### config.mk
export PLATFORM = sky130hd
export DESIGN_NAME = dcwa_ctrl
export DESIGN_NICKNAME = d
export VERILOG_FILES = /design/src/hw/rtl/dcwa_pkg.sv /design/src/hw/rtl/dcwa_ctrl.sv
export SDC_FILE = /design/constraint.sdc
export NUM_CORES = 1
export LEC_CHECK = 0
export ABC_AREA = 0
export BUFFER_PORTS_ARGS = -buffer_cell sky130_fd_sc_hd__buf_2
export CELL_PAD_IN_SITES_DETAIL_PLACEMENT = 1
export CELL_PAD_IN_SITES_GLOBAL_PLACEMENT = 2
export CORE_MARGIN = 2
export CORE_UTILIZATION = 30
export CTS_BUF_LIST = sky130_fd_sc_hd__clkbuf_2 sky130_fd_sc_hd__clkbuf_4 sky130_fd_sc_hd__clkbuf_8
export DETAILED_ROUTE_END_ITERATION = 10
export MAX_ROUTING_LAYER = met4
export PLACE_DENSITY = 0.77
export SLEW_MARGIN = 25
export SYNTH_ARGS = -nofsm -noshare
export SYNTH_HDL_FRONTEND = slang
export SYNTH_SLANG_ARGS = --single-unit
### constraint.sdc
create_clock -name i_clk -period 3.25 [get_ports i_clk]
set_input_delay 0.4875 -clock i_clk [delete_from_list [all_inputs] [get_ports i_clk]]
set_output_delay 0.4875 -clock i_clk [all_outputs]
set_load 0.02 [all_outputs]
### src/hw/rtl/dcwa_pkg.sv
// Shared types and constants for the dual-channel window averager.
package dcwa_pkg;

    localparam int SMP_W = 10;  // converter sample width
    localparam int QUO_W = 10;  // average width

    localparam logic CMD_SAMPLE = 1'b0;
    localparam logic CMD_REPORT = 1'b1;

    typedef enum logic [2:0] {
        S_IDLE,
        S_WALK,
        S_DRAIN,
        S_DIV,
        S_DONE
    } t_state;

    typedef struct packed {
        logic wr_en;       // store the accepted sample
        logic walk_start;  // load read pointers, clear sums
        logic walk_step;   // read one entry of each ring
        logic div_step;    // register both quotients
        logic load_out;    // move quotients to the output register
    } t_dp_cmd;

    typedef struct packed {
        logic out_valid;
    } t_dp_status;

endpackage

### src/hw/rtl/dcwa_ctrl.sv
// Controller: sequences sample writes, window walk, division and result hand-off.
module dcwa_ctrl #(
    parameter int WINDOW = 128
) (
    input  logic                 i_clk,
    input  logic                 i_rst_n,
    input  logic                 i_in_valid,
    input  logic                 i_in_command,
    output logic                 o_in_ready,
    input  dcwa_pkg::t_dp_status i_status,
    output dcwa_pkg::t_dp_cmd    o_cmd
);
    import dcwa_pkg::*;

    localparam int CNT_W = ($clog2(WINDOW) > 1) ? $clog2(WINDOW) : 1;
    localparam logic [CNT_W-1:0] WALK_LAST = CNT_W'(WINDOW - 1);

    t_state           r_state, n_state;
    logic [CNT_W-1:0] r_cnt, n_cnt;

    always_ff @(posedge i_clk) begin
        if (!i_rst_n) begin
            r_state <= S_IDLE;
            r_cnt   <= '0;
        end else begin
            r_state <= n_state;
            r_cnt   <= n_cnt;
        end
    end

    always_comb begin
        n_state    = r_state;
        n_cnt      = r_cnt;
        o_in_ready = 1'b0;
        o_cmd      = '0;
        case (r_state)
            S_IDLE: begin
                o_in_ready = 1'b1;
                if (i_in_valid && i_in_command == CMD_SAMPLE) begin
                    o_cmd.wr_en = 1'b1;
                end
                if (i_in_valid && i_in_command == CMD_REPORT) begin
                    o_cmd.walk_start = 1'b1;
                    n_cnt            = '0;
                    n_state          = S_WALK;
                end
            end
            S_WALK: begin
                o_cmd.walk_step = 1'b1;
                n_cnt           = r_cnt + 1'b1;
                if (r_cnt == WALK_LAST) begin
                    n_state = S_DRAIN;
                end
            end
            S_DRAIN: begin
                // last entry lands in the sums this cycle
                n_state = S_DIV;
            end
            S_DIV: begin
                o_cmd.div_step = 1'b1;
                n_state        = S_DONE;
            end
            S_DONE: begin
                if (!i_status.out_valid) begin
                    o_cmd.load_out = 1'b1;
                    n_state        = S_IDLE;
                end
            end
            default: begin
                n_state = S_IDLE;
            end
        endcase
    end

`ifndef SYNTH
    a_report_walks: assert property (@(posedge i_clk) disable iff (!i_rst_n)
        (i_in_valid && o_in_ready && i_in_command == CMD_REPORT) |=> (r_state == S_WALK))
        else $error("report request did not start a window walk");
    a_load_when_free: assert property (@(posedge i_clk) disable iff (!i_rst_n)
        o_cmd.load_out |-> !i_status.out_valid)
        else $error("output register overwritten before it was taken");
    a_walk_length: assert property (@(posedge i_clk) disable iff (!i_rst_n)
        (r_state == S_WALK && n_state == S_DRAIN) |-> (r_cnt == WALK_LAST))
        else $error("window walk ended after the wrong number of reads");
`endif

endmodule
==> flow_metrics.tcl, run 1 <==
set metrics [dict create \
    power.internal_mw 0.180 \
    grt_pass1_vias 516 \
    insertion_delay_ns 0.26 \
    slew_headroom_pct 63.0 \
    hpwl_mm 1.04 \
    core_area_um2 1690 \
    clockBufferDepth 2 \
    finalSetupViolCount 0 \
    synth_area_um2 522 \
    syn_inst 63 \
    area_growth_pct 17.0 \
    cts_resized 0 \
    power_frac_seq_pct 52.2 \
    power_density_nw_per_um2 406 \
    synth_enable_flop_cells 0 \
    synth-main-ff-cell "dfxtp_1" \
    synth_top_area_share_pct 38.4 \
    start_util_pct 30.9 \
    syn_area_per_cell_um2 8.28 \
    p_leak_nw 0.231 \
    die_x_um 45.7 \
    rows 15 \
    drt-initial-drc-count 6 \
    critical_path_required_ns 2.76 \
    yosysWarningCount 0 \
    design_area_um2 611 \
    grt_pass1_wl_mm 2.24 \
    htree_levels 1 \
    fillers 211 \
    cp_data_arrival_time_ns 1.53 \
    ant_nets 0 \
    endpoint_kind "output pin" \
    viasPerCell 5.72 \
    vias 526 \
    wl_per_cell_um 14.9 \
    slew_viol_final 0 \
    placed_area_um2 588 \
    p_sw_mw 0.0680 \
    rsz0062_at_grt "no" \
    combPwrFrac_pct 13.9 \
    swShare_pct 27.4 \
    cts_inserted_buffers 3 \
    hold_violations 0 \
    ioPinCount 11 \
    cts_setup_buffers 0 \
    yosysSeqAreaShare_pct 38.4 \
    fin_worst_skew_ns 0.000291 \
    grt_overflow_total 0 \
    cp_max_fo 8 \
    synth_seq_cells 10 \
    port_buffers 10 \
    cp-start-kind "register" \
    die_h_um 45.7 \
    drt-total-wl_mm 1.37 \
    multiInputGateArea_um2 305 \
    yosys.area.top_type "dfxtp_1" \
    ys_async_sr_fraction_pct 0 \
    firstDrtPassIters 4 \
    finalCriticalPeriod_ns 2.02 \
    drive_gt1_share_pct 18.7 \
    nets 83 \
    worstSetupPathType "register to output pin" \
    tns_ns 0 \
    die_area_um2 2090 \
    cts_tree "yes" \
    drcViolationCount 0 \
    synth_cell_types 30 \
    cts.clk_slew.worst_paths_ns 0.06 \
    fmax_mhz 496 \
    synthTopCellsByCount "dfxtp_1 (10), nand2_1 (7), nor2_1 (5)" \
    worst_slew_pin_slew_ns 0.551 \
    clkSinkCount 10 \
    antenna_found_initial 0 \
    finalWeightedCongestion 0.729 \
    grt_max_degree 10 \
    regArea_um2 200 \
    power_frac_clock_pct 33.9 \
    diodes 0 \
    track_usage_pct 15.6 \
    synth_area_leaders "dfxtp_1 (38%), nand2_1 (5.0%), a21oi_1 (3.8%), nand2b_1 (3.6%), nor2_1 (3.6%)" \
    status "finished, final reports clean" \
    fin_crit_sh_pct 62.1 \
    cts_root_buf "clkbuf_4" \
    yosys.cell_count.top_type "dfxtp_1" \
    syn_nets 69 \
    hp-class "input port to register" \
    hold_buffers 0 \
    cap_violations 0 \
    peakVddDrop_uv 155 \
]
kinds of logic (layout without fill, tap and decap cells):
| group | after synthesis | count (layout) | share of synthesized area, % |
|---|---|---|---|
| AND/OR/NAND/NOR | 29 | 29 | 30.5 |
| flip-flops | 10 | 10 | 38.4 |
| adder cells (fa/ha/maj) | 1 | 1 | 2.40 |
| AO/OA/AOI/OAI | 19 | 19 | 25.7 |
| buffers and inverters | 4 | 16 | 3.12 |
sequential cells by signal (all words and copies together) (netlist names):
| signal | flops |
|---|---|
| r_state | 3 |
| r_cnt | 7 |
per-layer routing:
layer	share of wire [%]	up-vias	track usage (%)	wire length, µm
li1	-	266	-	-
met5	0	-	-	0
met4	0.95	0	8.57	13
met2	50	3	24.8	687
met1	47	255	17.9	637
met3	2.3	2	3.57	31
worst paths after layout:
check	end	from	depth (start not counted)	slack [ns]
worst max-delay path	o_cmd[2]	r_state[0]	3	1.23
worst max register to register	r_cnt[5]	r_state[0]	3	1.54
worst min-delay path	r_state[2]	i_status	3	0.49
worst min register to register	r_cnt[4]	r_cnt[4]	2	0.53
power by group through the flow:
stage | sequential (mW) | clock (mW) | combinational, mW
finish | 0.130 | 0.0841 | 0.0344
global route | 0.130 | 0.0940 | 0.0391
CTS | 0.129 | 0.0874 | 0.0353
detailed placement | 0.132 | 0 | 0.0352
global placement | 0.132 | 0 | 0.0346
floorplan | 0.131 | 0 | 0.0239
final cells by class:
type | count | area share [%]
multi-input combinational | 49 | 50.0
clock buffer | 3 | 3.69
inverter | 3 | 1.84
tap | 17 | 3.48
sequential | 10 | 32.8
timing repair buffer | 10 | 8.20
critical path, cell delays in order, from the launching register on:
cell and delay [ns]:
dfxtp_1 0.44, or3b_1 0.47, clkinv_1 0.17, buf_2 0.19
cells in the final DEF (no fill, tap or decap), drive strengths merged, types with 3 or more instances in the layout:
cell	count
dfxtp	10
nand2	7
nand2b	3
clkbuf	3
nor2	5
or3	3
nand3	3
a21oi	4
buf	10
per-stage QoR:
stage / setup slack (ns) / utilization [%] / instances / power [mW] / hold WS, ns
global route: 1.15 / 36.1 / 92 / 0.263 / 0.512
CTS: 1.22 / 36.1 / 92 / 0.252 / 0.489
floorplan: 1.45 / - / 63 / 0.155 / 0.476
global placement: 1.57 / 34.8 / 89 / 0.166 / 0.521
finish: 1.23 / 36.1 / 92 / 0.248 / 0.494
detailed placement: 1.51 / 34.8 / 89 / 0.168 / 0.530
No activity file was read; power rests on OpenSTA's default activity.
==> run 2: changes to the inputs <==
Clock period 3.25 ns to 1.9 ns, I/O delays scaled along.
==> flow_metrics.tcl, run 2 (same netlist as run 1, synthesis figures left out) <==
set metrics [dict create \
    slowest_delay_ns 0.45 \
    design_area_um2 634 \
    nets 84 \
    worst_slew_pin_slew_ns 0.660 \
    clockBufferDepth 2 \
    p_sw_mw 0.129 \
    slew_viol_final 0 \
    hpwl_um 993 \
    track_usage_pct 17.3 \
    critical_path_required_ns 1.62 \
    status "finished, final reports clean" \
    firstDrtPassIters 3 \
    fin_worst_skew_ns 0.000922 \
    path_cells "or3b_4 > clkinv_1 > buf_2" \
    drive_gt1_share_pct 22.1 \
    drcViolationCount 0 \
    power_frac_seq_pct 45.9 \
    rsz0062_at_grt "no" \
    largest_register_ffs 7 \
    fillers 212 \
    antenna_found_initial 0 \
    port_buffers 10 \
    cts_tree "yes" \
    crit_slowest_cell "or3b_4" \
    p_leak_nw 0.246 \
    fin_crit_sh_pct 93.9 \
    cts.clk_slew.worst_paths_ns 0.07 \
    grt_pass1_wl_mm 2.42 \
    grt_pass1_vias 509 \
    cts_root_buf "clkbuf_4" \
    drt-initial-drc-count 1 \
    grt_overflow_total 0 \
    insertion_delay_ns 0.27 \
    cp_data_arrival_time_ns 1.50 \
    combPwrFrac_pct 12.9 \
    slew_headroom_pct 55.6 \
    grt_max_degree 10 \
    htree_levels 1 \
    vias 532 \
    die_x_um 45.7 \
    cts_inserted_buffers 3 \
    regArea_um2 200 \
    cp_top_family "simple AND/OR/NAND/NOR gates" \
    swShare_pct 26.8 \
    drt-total-wl_mm 1.34 \
    cap_violations 0 \
    finalSetupViolCount 0 \
    finalWeightedCongestion 0.729 \
    clkSinkCount 10 \
    cp_max_fo 8 \
    top_regs "r_cnt x7, r_state x3" \
    tns_ns 0 \
    peakVddDrop_uv 264 \
    endpoint_kind "output pin" \
    die_h_um 45.7 \
    worstSetupPathType "register to output pin" \
    start_util_pct 30.9 \
    core_area_um2 1690 \
    area_growth_pct 21.6 \
    mostFrequentLayoutCells "buf_2 (10), dfxtp_1 (10), nand2_1 (7)" \
    ioPinCount 11 \
    regMostFlops "r_cnt" \
    hold_violations 0 \
    fmax_mhz 560 \
    ant_nets 0 \
    power.internal_mw 0.353 \
    hp-class "input port to register" \
    power_frac_clock_pct 41.2 \
    multiInputGateArea_um2 308 \
    cp_num_buf_inv 2 \
    rows 15 \
    cp-start-kind "register" \
    power_density_nw_per_um2 760 \
    r2r_setup_slack_ns 0.25 \
    finalCriticalPeriod_ns 1.78 \
    placed_area_um2 596 \
    die_area_um2 2090 \
    diodes 0 \
    viasPerCell 5.66 \
    wl_per_cell_um 14.3 \
]
-- run 2: cell types whose count changed in the layout (fill, tap and decap cells not counted) --
| cell | change |
|---|---|
| buf_4 | +1 |
| clkbuf_8 | +1 |
| or3b_1 | -1 |
| or3b_4 | +1 |
-- run 2: layout make-up --
type	count	share of cell area, %
inverter	3	1.78
timing repair buffer	11	9.07
tap	17	3.35
sequential	10	31.6
clock buffer	4	5.72
multi-input combinational	49	48.5
-- run 2: final timing paths --
path	startpoint	to	cells past startpoint
worst min register to register	r_cnt[4]	r_cnt[4]	2
worst max register to register	r_state[0]	r_cnt[5]	3
worst min-delay path	i_status	r_state[2]	3
worst max-delay path	r_state[0]	o_cmd[2]	3
-- run 2: power groups by stage --
stage                     Clock, mW  Sequential, mW  Combinational (mW)
after floorplan                   0           0.224              0.0409
after global placement            0           0.226              0.0603
after detailed placement          0           0.226              0.0611
after CTS                     0.208           0.221              0.0612
after global routing          0.225           0.222              0.0701
final                         0.199           0.221              0.0621
-- run 2: per-stage QoR --
stage / instances / setup slack (ns) / hold WS, ns / util, % / power [mW]
after floorplan: 63 / 0.306 / 0.449 / - / 0.265
after global placement: 90 / 0.302 / 0.501 / 35.3 / 0.286
after detailed placement: 90 / 0.237 / 0.518 / 35.3 / 0.287
after CTS: 94 / 0.0359 / 0.275 / 37.4 / 0.490
after global routing: 94 / 0.0283 / 0.298 / 37.6 / 0.517
final: 94 / 0.116 / 0.282 / 37.6 / 0.482
-- run 2: timing repair --
item                       in CTS  in global routing
hold buffers                    0                  0
buffers inserted                0                  0
resized for setup               0                  1
setup endpoints to repair       0                  1
-- run 2: metal layers --
metal | global-route usage (%) | share of wire, % | vias to the layer above
li1 | - | - | 271
met5 | - | 0 | -
met4 | 10.3 | 0.97 | 0
met2 | 22.5 | 47 | 3
met1 | 24.0 | 50 | 256
met3 | 3.57 | 2.1 | 2
-- run 2: worst register-to-register path, delay by kind of cell (launching register included) --
| kind | cells | cell delay, ns |
|---|---|---|
| AO/OA/AOI/OAI | 1 | 0.18 |
| flip-flops | 1 | 0.43 |
| AND/OR/NAND/NOR | 2 | 0.97 |
==> run 3: changes to the inputs <==
--- a/config.mk
+++ b/config.mk
@@ -16,4 +16,6 @@
 export MAX_ROUTING_LAYER = met4
 export PLACE_DENSITY = 0.77
+export RECOVER_POWER = 50
+export SETUP_SLACK_MARGIN = 0.02
 export SLEW_MARGIN = 25
 export SYNTH_ARGS = -nofsm -noshare
==> constraint.sdc (replaced) <==
create_clock -name i_clk -period 1.9 [get_ports i_clk]
set_input_delay 0.285 -clock i_clk [delete_from_list [all_inputs] [get_ports i_clk]]
set_output_delay 0.285 -clock i_clk [all_outputs]
set_load 0.1 [all_outputs]
==> flow_metrics.tcl, run 3 (same netlist as run 1, synthesis figures left out) <==
set metrics [dict create \
    status "finished, final reports clean" \
    wl_per_cell_um 14.7 \
    finalSetupViolCount 0 \
    r2r_setup_slack_ns 0.28 \
    top_regs "r_cnt x7, r_state x3" \
    viasPerCell 5.80 \
    cap_violations 0 \
    hold_buffers 0 \
    rows 15 \
    regMostFlops "r_cnt" \
    regArea_um2 201 \
    grt_max_degree 10 \
    cts_inserted_buffers 3 \
    hold_violations 0 \
    dp.cells 89 \
    largest_register_ffs 7 \
    cts_root_buf "clkbuf_4" \
    p_leak_nw 0.266 \
    slew_headroom_pct 67.9 \
    worst_slew_pin_slew_ns 0.478 \
    drive_gt1_share_pct 28.9 \
    insertion_delay_ns 0.27 \
    drcViolationCount 0 \
    vias 539 \
    grt_overflow_total 0 \
    fillers 211 \
    die_h_um 45.7 \
    hp-class "input port to register" \
    finalWeightedCongestion 0.759 \
    rsz0062_at_grt "no" \
    diodes 0 \
    peakVddDrop_uv 249 \
    mostFrequentLayoutCells "dfxtp_1 (9), nand2_1 (7), buf_2 (6)" \
    clockBufferDepth 2 \
    ant_nets 0 \
    mostFrequentLayoutCell "dfxtp_1" \
    nets 83 \
    fin_crit_sh_pct 93.9 \
    rr_startpoint "r_state[0]" \
    grt_pass1_wl_mm 2.35 \
    core_area_um2 1690 \
    cp_max_fo 9 \
    hpwl_mm 1.09 \
    drt-total-wl_mm 1.37 \
    slew_viol_final 0 \
    firstDrtPassIters 4 \
    tns_ns 0 \
    fin_worst_skew_ns 0.00366 \
    htree_levels 1 \
    cts.clk_slew.worst_paths_ns 0.07 \
    cts_tree "yes" \
    cp_data_arrival_time_ns 1.50 \
    grt_pass1_vias 507 \
    antenna_found_initial 0 \
    fmax_mhz 561 \
    holdPathStages 3 \
    stdcell_count 93 \
    worstSetupPathType "register to output pin" \
    reg2reg_depth 3 \
    finalCriticalPeriod_ns 1.78 \
    r2r_end "r_cnt[5]" \
    multiInputGateArea_um2 334 \
    port_buffers 10 \
    worstHoldStart "i_status" \
    endpoint_kind "output pin" \
    ioPinCount 11 \
    area_growth_pct 37.2 \
    start_util_pct 30.9 \
    hold_end "r_state[2]" \
    track_usage_pct 16.8 \
    drt-initial-drc-count 6 \
    die_area_um2 2090 \
    power_density_nw_per_um2 771 \
    critical_path_required_ns 1.62 \
    cp-start-kind "register" \
    die_x_um 45.7 \
    clkSinkCount 10 \
]
## run 3: cell count changes in the layout (fill, tap and decap cells not counted), sizes merged
| cell | before | now |
|---|---|---|
| buf | 11 | 10 |
## run 3: routing by layer
metal / share of wire (%) / global-route usage [%] / up-vias
li1: - / - / 268
met1: 47 / 22.3 / 257
met2: 47 / 22.3 / 11
met3: 4.2 / 5.95 / 3
met4: 1.6 / 8.57 / 0
met5: 0 / - / -
## run 3: power by group
part | switching [mW] | leakage, nW | total [mW] | internal, mW
Sequential | 0.00666 | 0.0815 | 0.221 | 0.214
Clock | 0.0803 | 0.0210 | 0.197 | 0.117
Combinational | 0.0873 | 0.163 | 0.134 | 0.0470
## run 3: through the flow
step,power (mW),cell area [µm²],hold slack (ns),worst slack (ns),utilization (%)
floorplan,0.311,544,0.449,-0.0754,-
finish,0.552,716,0.298,0.117,42.4
global placement,0.356,671,0.516,0.290,39.7
detailed placement,0.358,671,0.521,0.218,39.7
global route,0.584,716,0.307,0.0409,42.4
CTS,0.559,712,0.303,0.0492,42.1
## run 3: worst max-delay path by stage
stage / start / to / depth (start not counted)
floorplan: r_state[1] / o_cmd[4] / 2
global placement: r_state[0] / r_cnt[5] / 3
detailed placement: r_state[0] / r_cnt[5] / 3
CTS: r_state[0] / o_cmd[2] / 3
global route: r_state[0] / o_cmd[2] / 3
finish: r_state[1] / o_cmd[4] / 3
## run 3: layout make-up
| type | count | share of cell area (%) |
|---|---|---|
| sequential | 10 | 28.1 |
| timing repair buffer | 10 | 15.4 |
| tap | 17 | 2.97 |
| inverter | 3 | 1.75 |
| clock buffer | 4 | 5.07 |
| multi-input combinational | 49 | 46.7 |
## run 3: repair_timing
item                       CTS  global route
setup endpoints to repair    1             2
gates resized for setup      1             2
pin swaps                    0             0
setup buffers                0             0
## run 3: worst max-delay path: stages, from the launching register on
cell	delay (ns)
dfxtp_2	0.36
or3_4	0.44
nor3b_4	0.22
buf_12	0.20
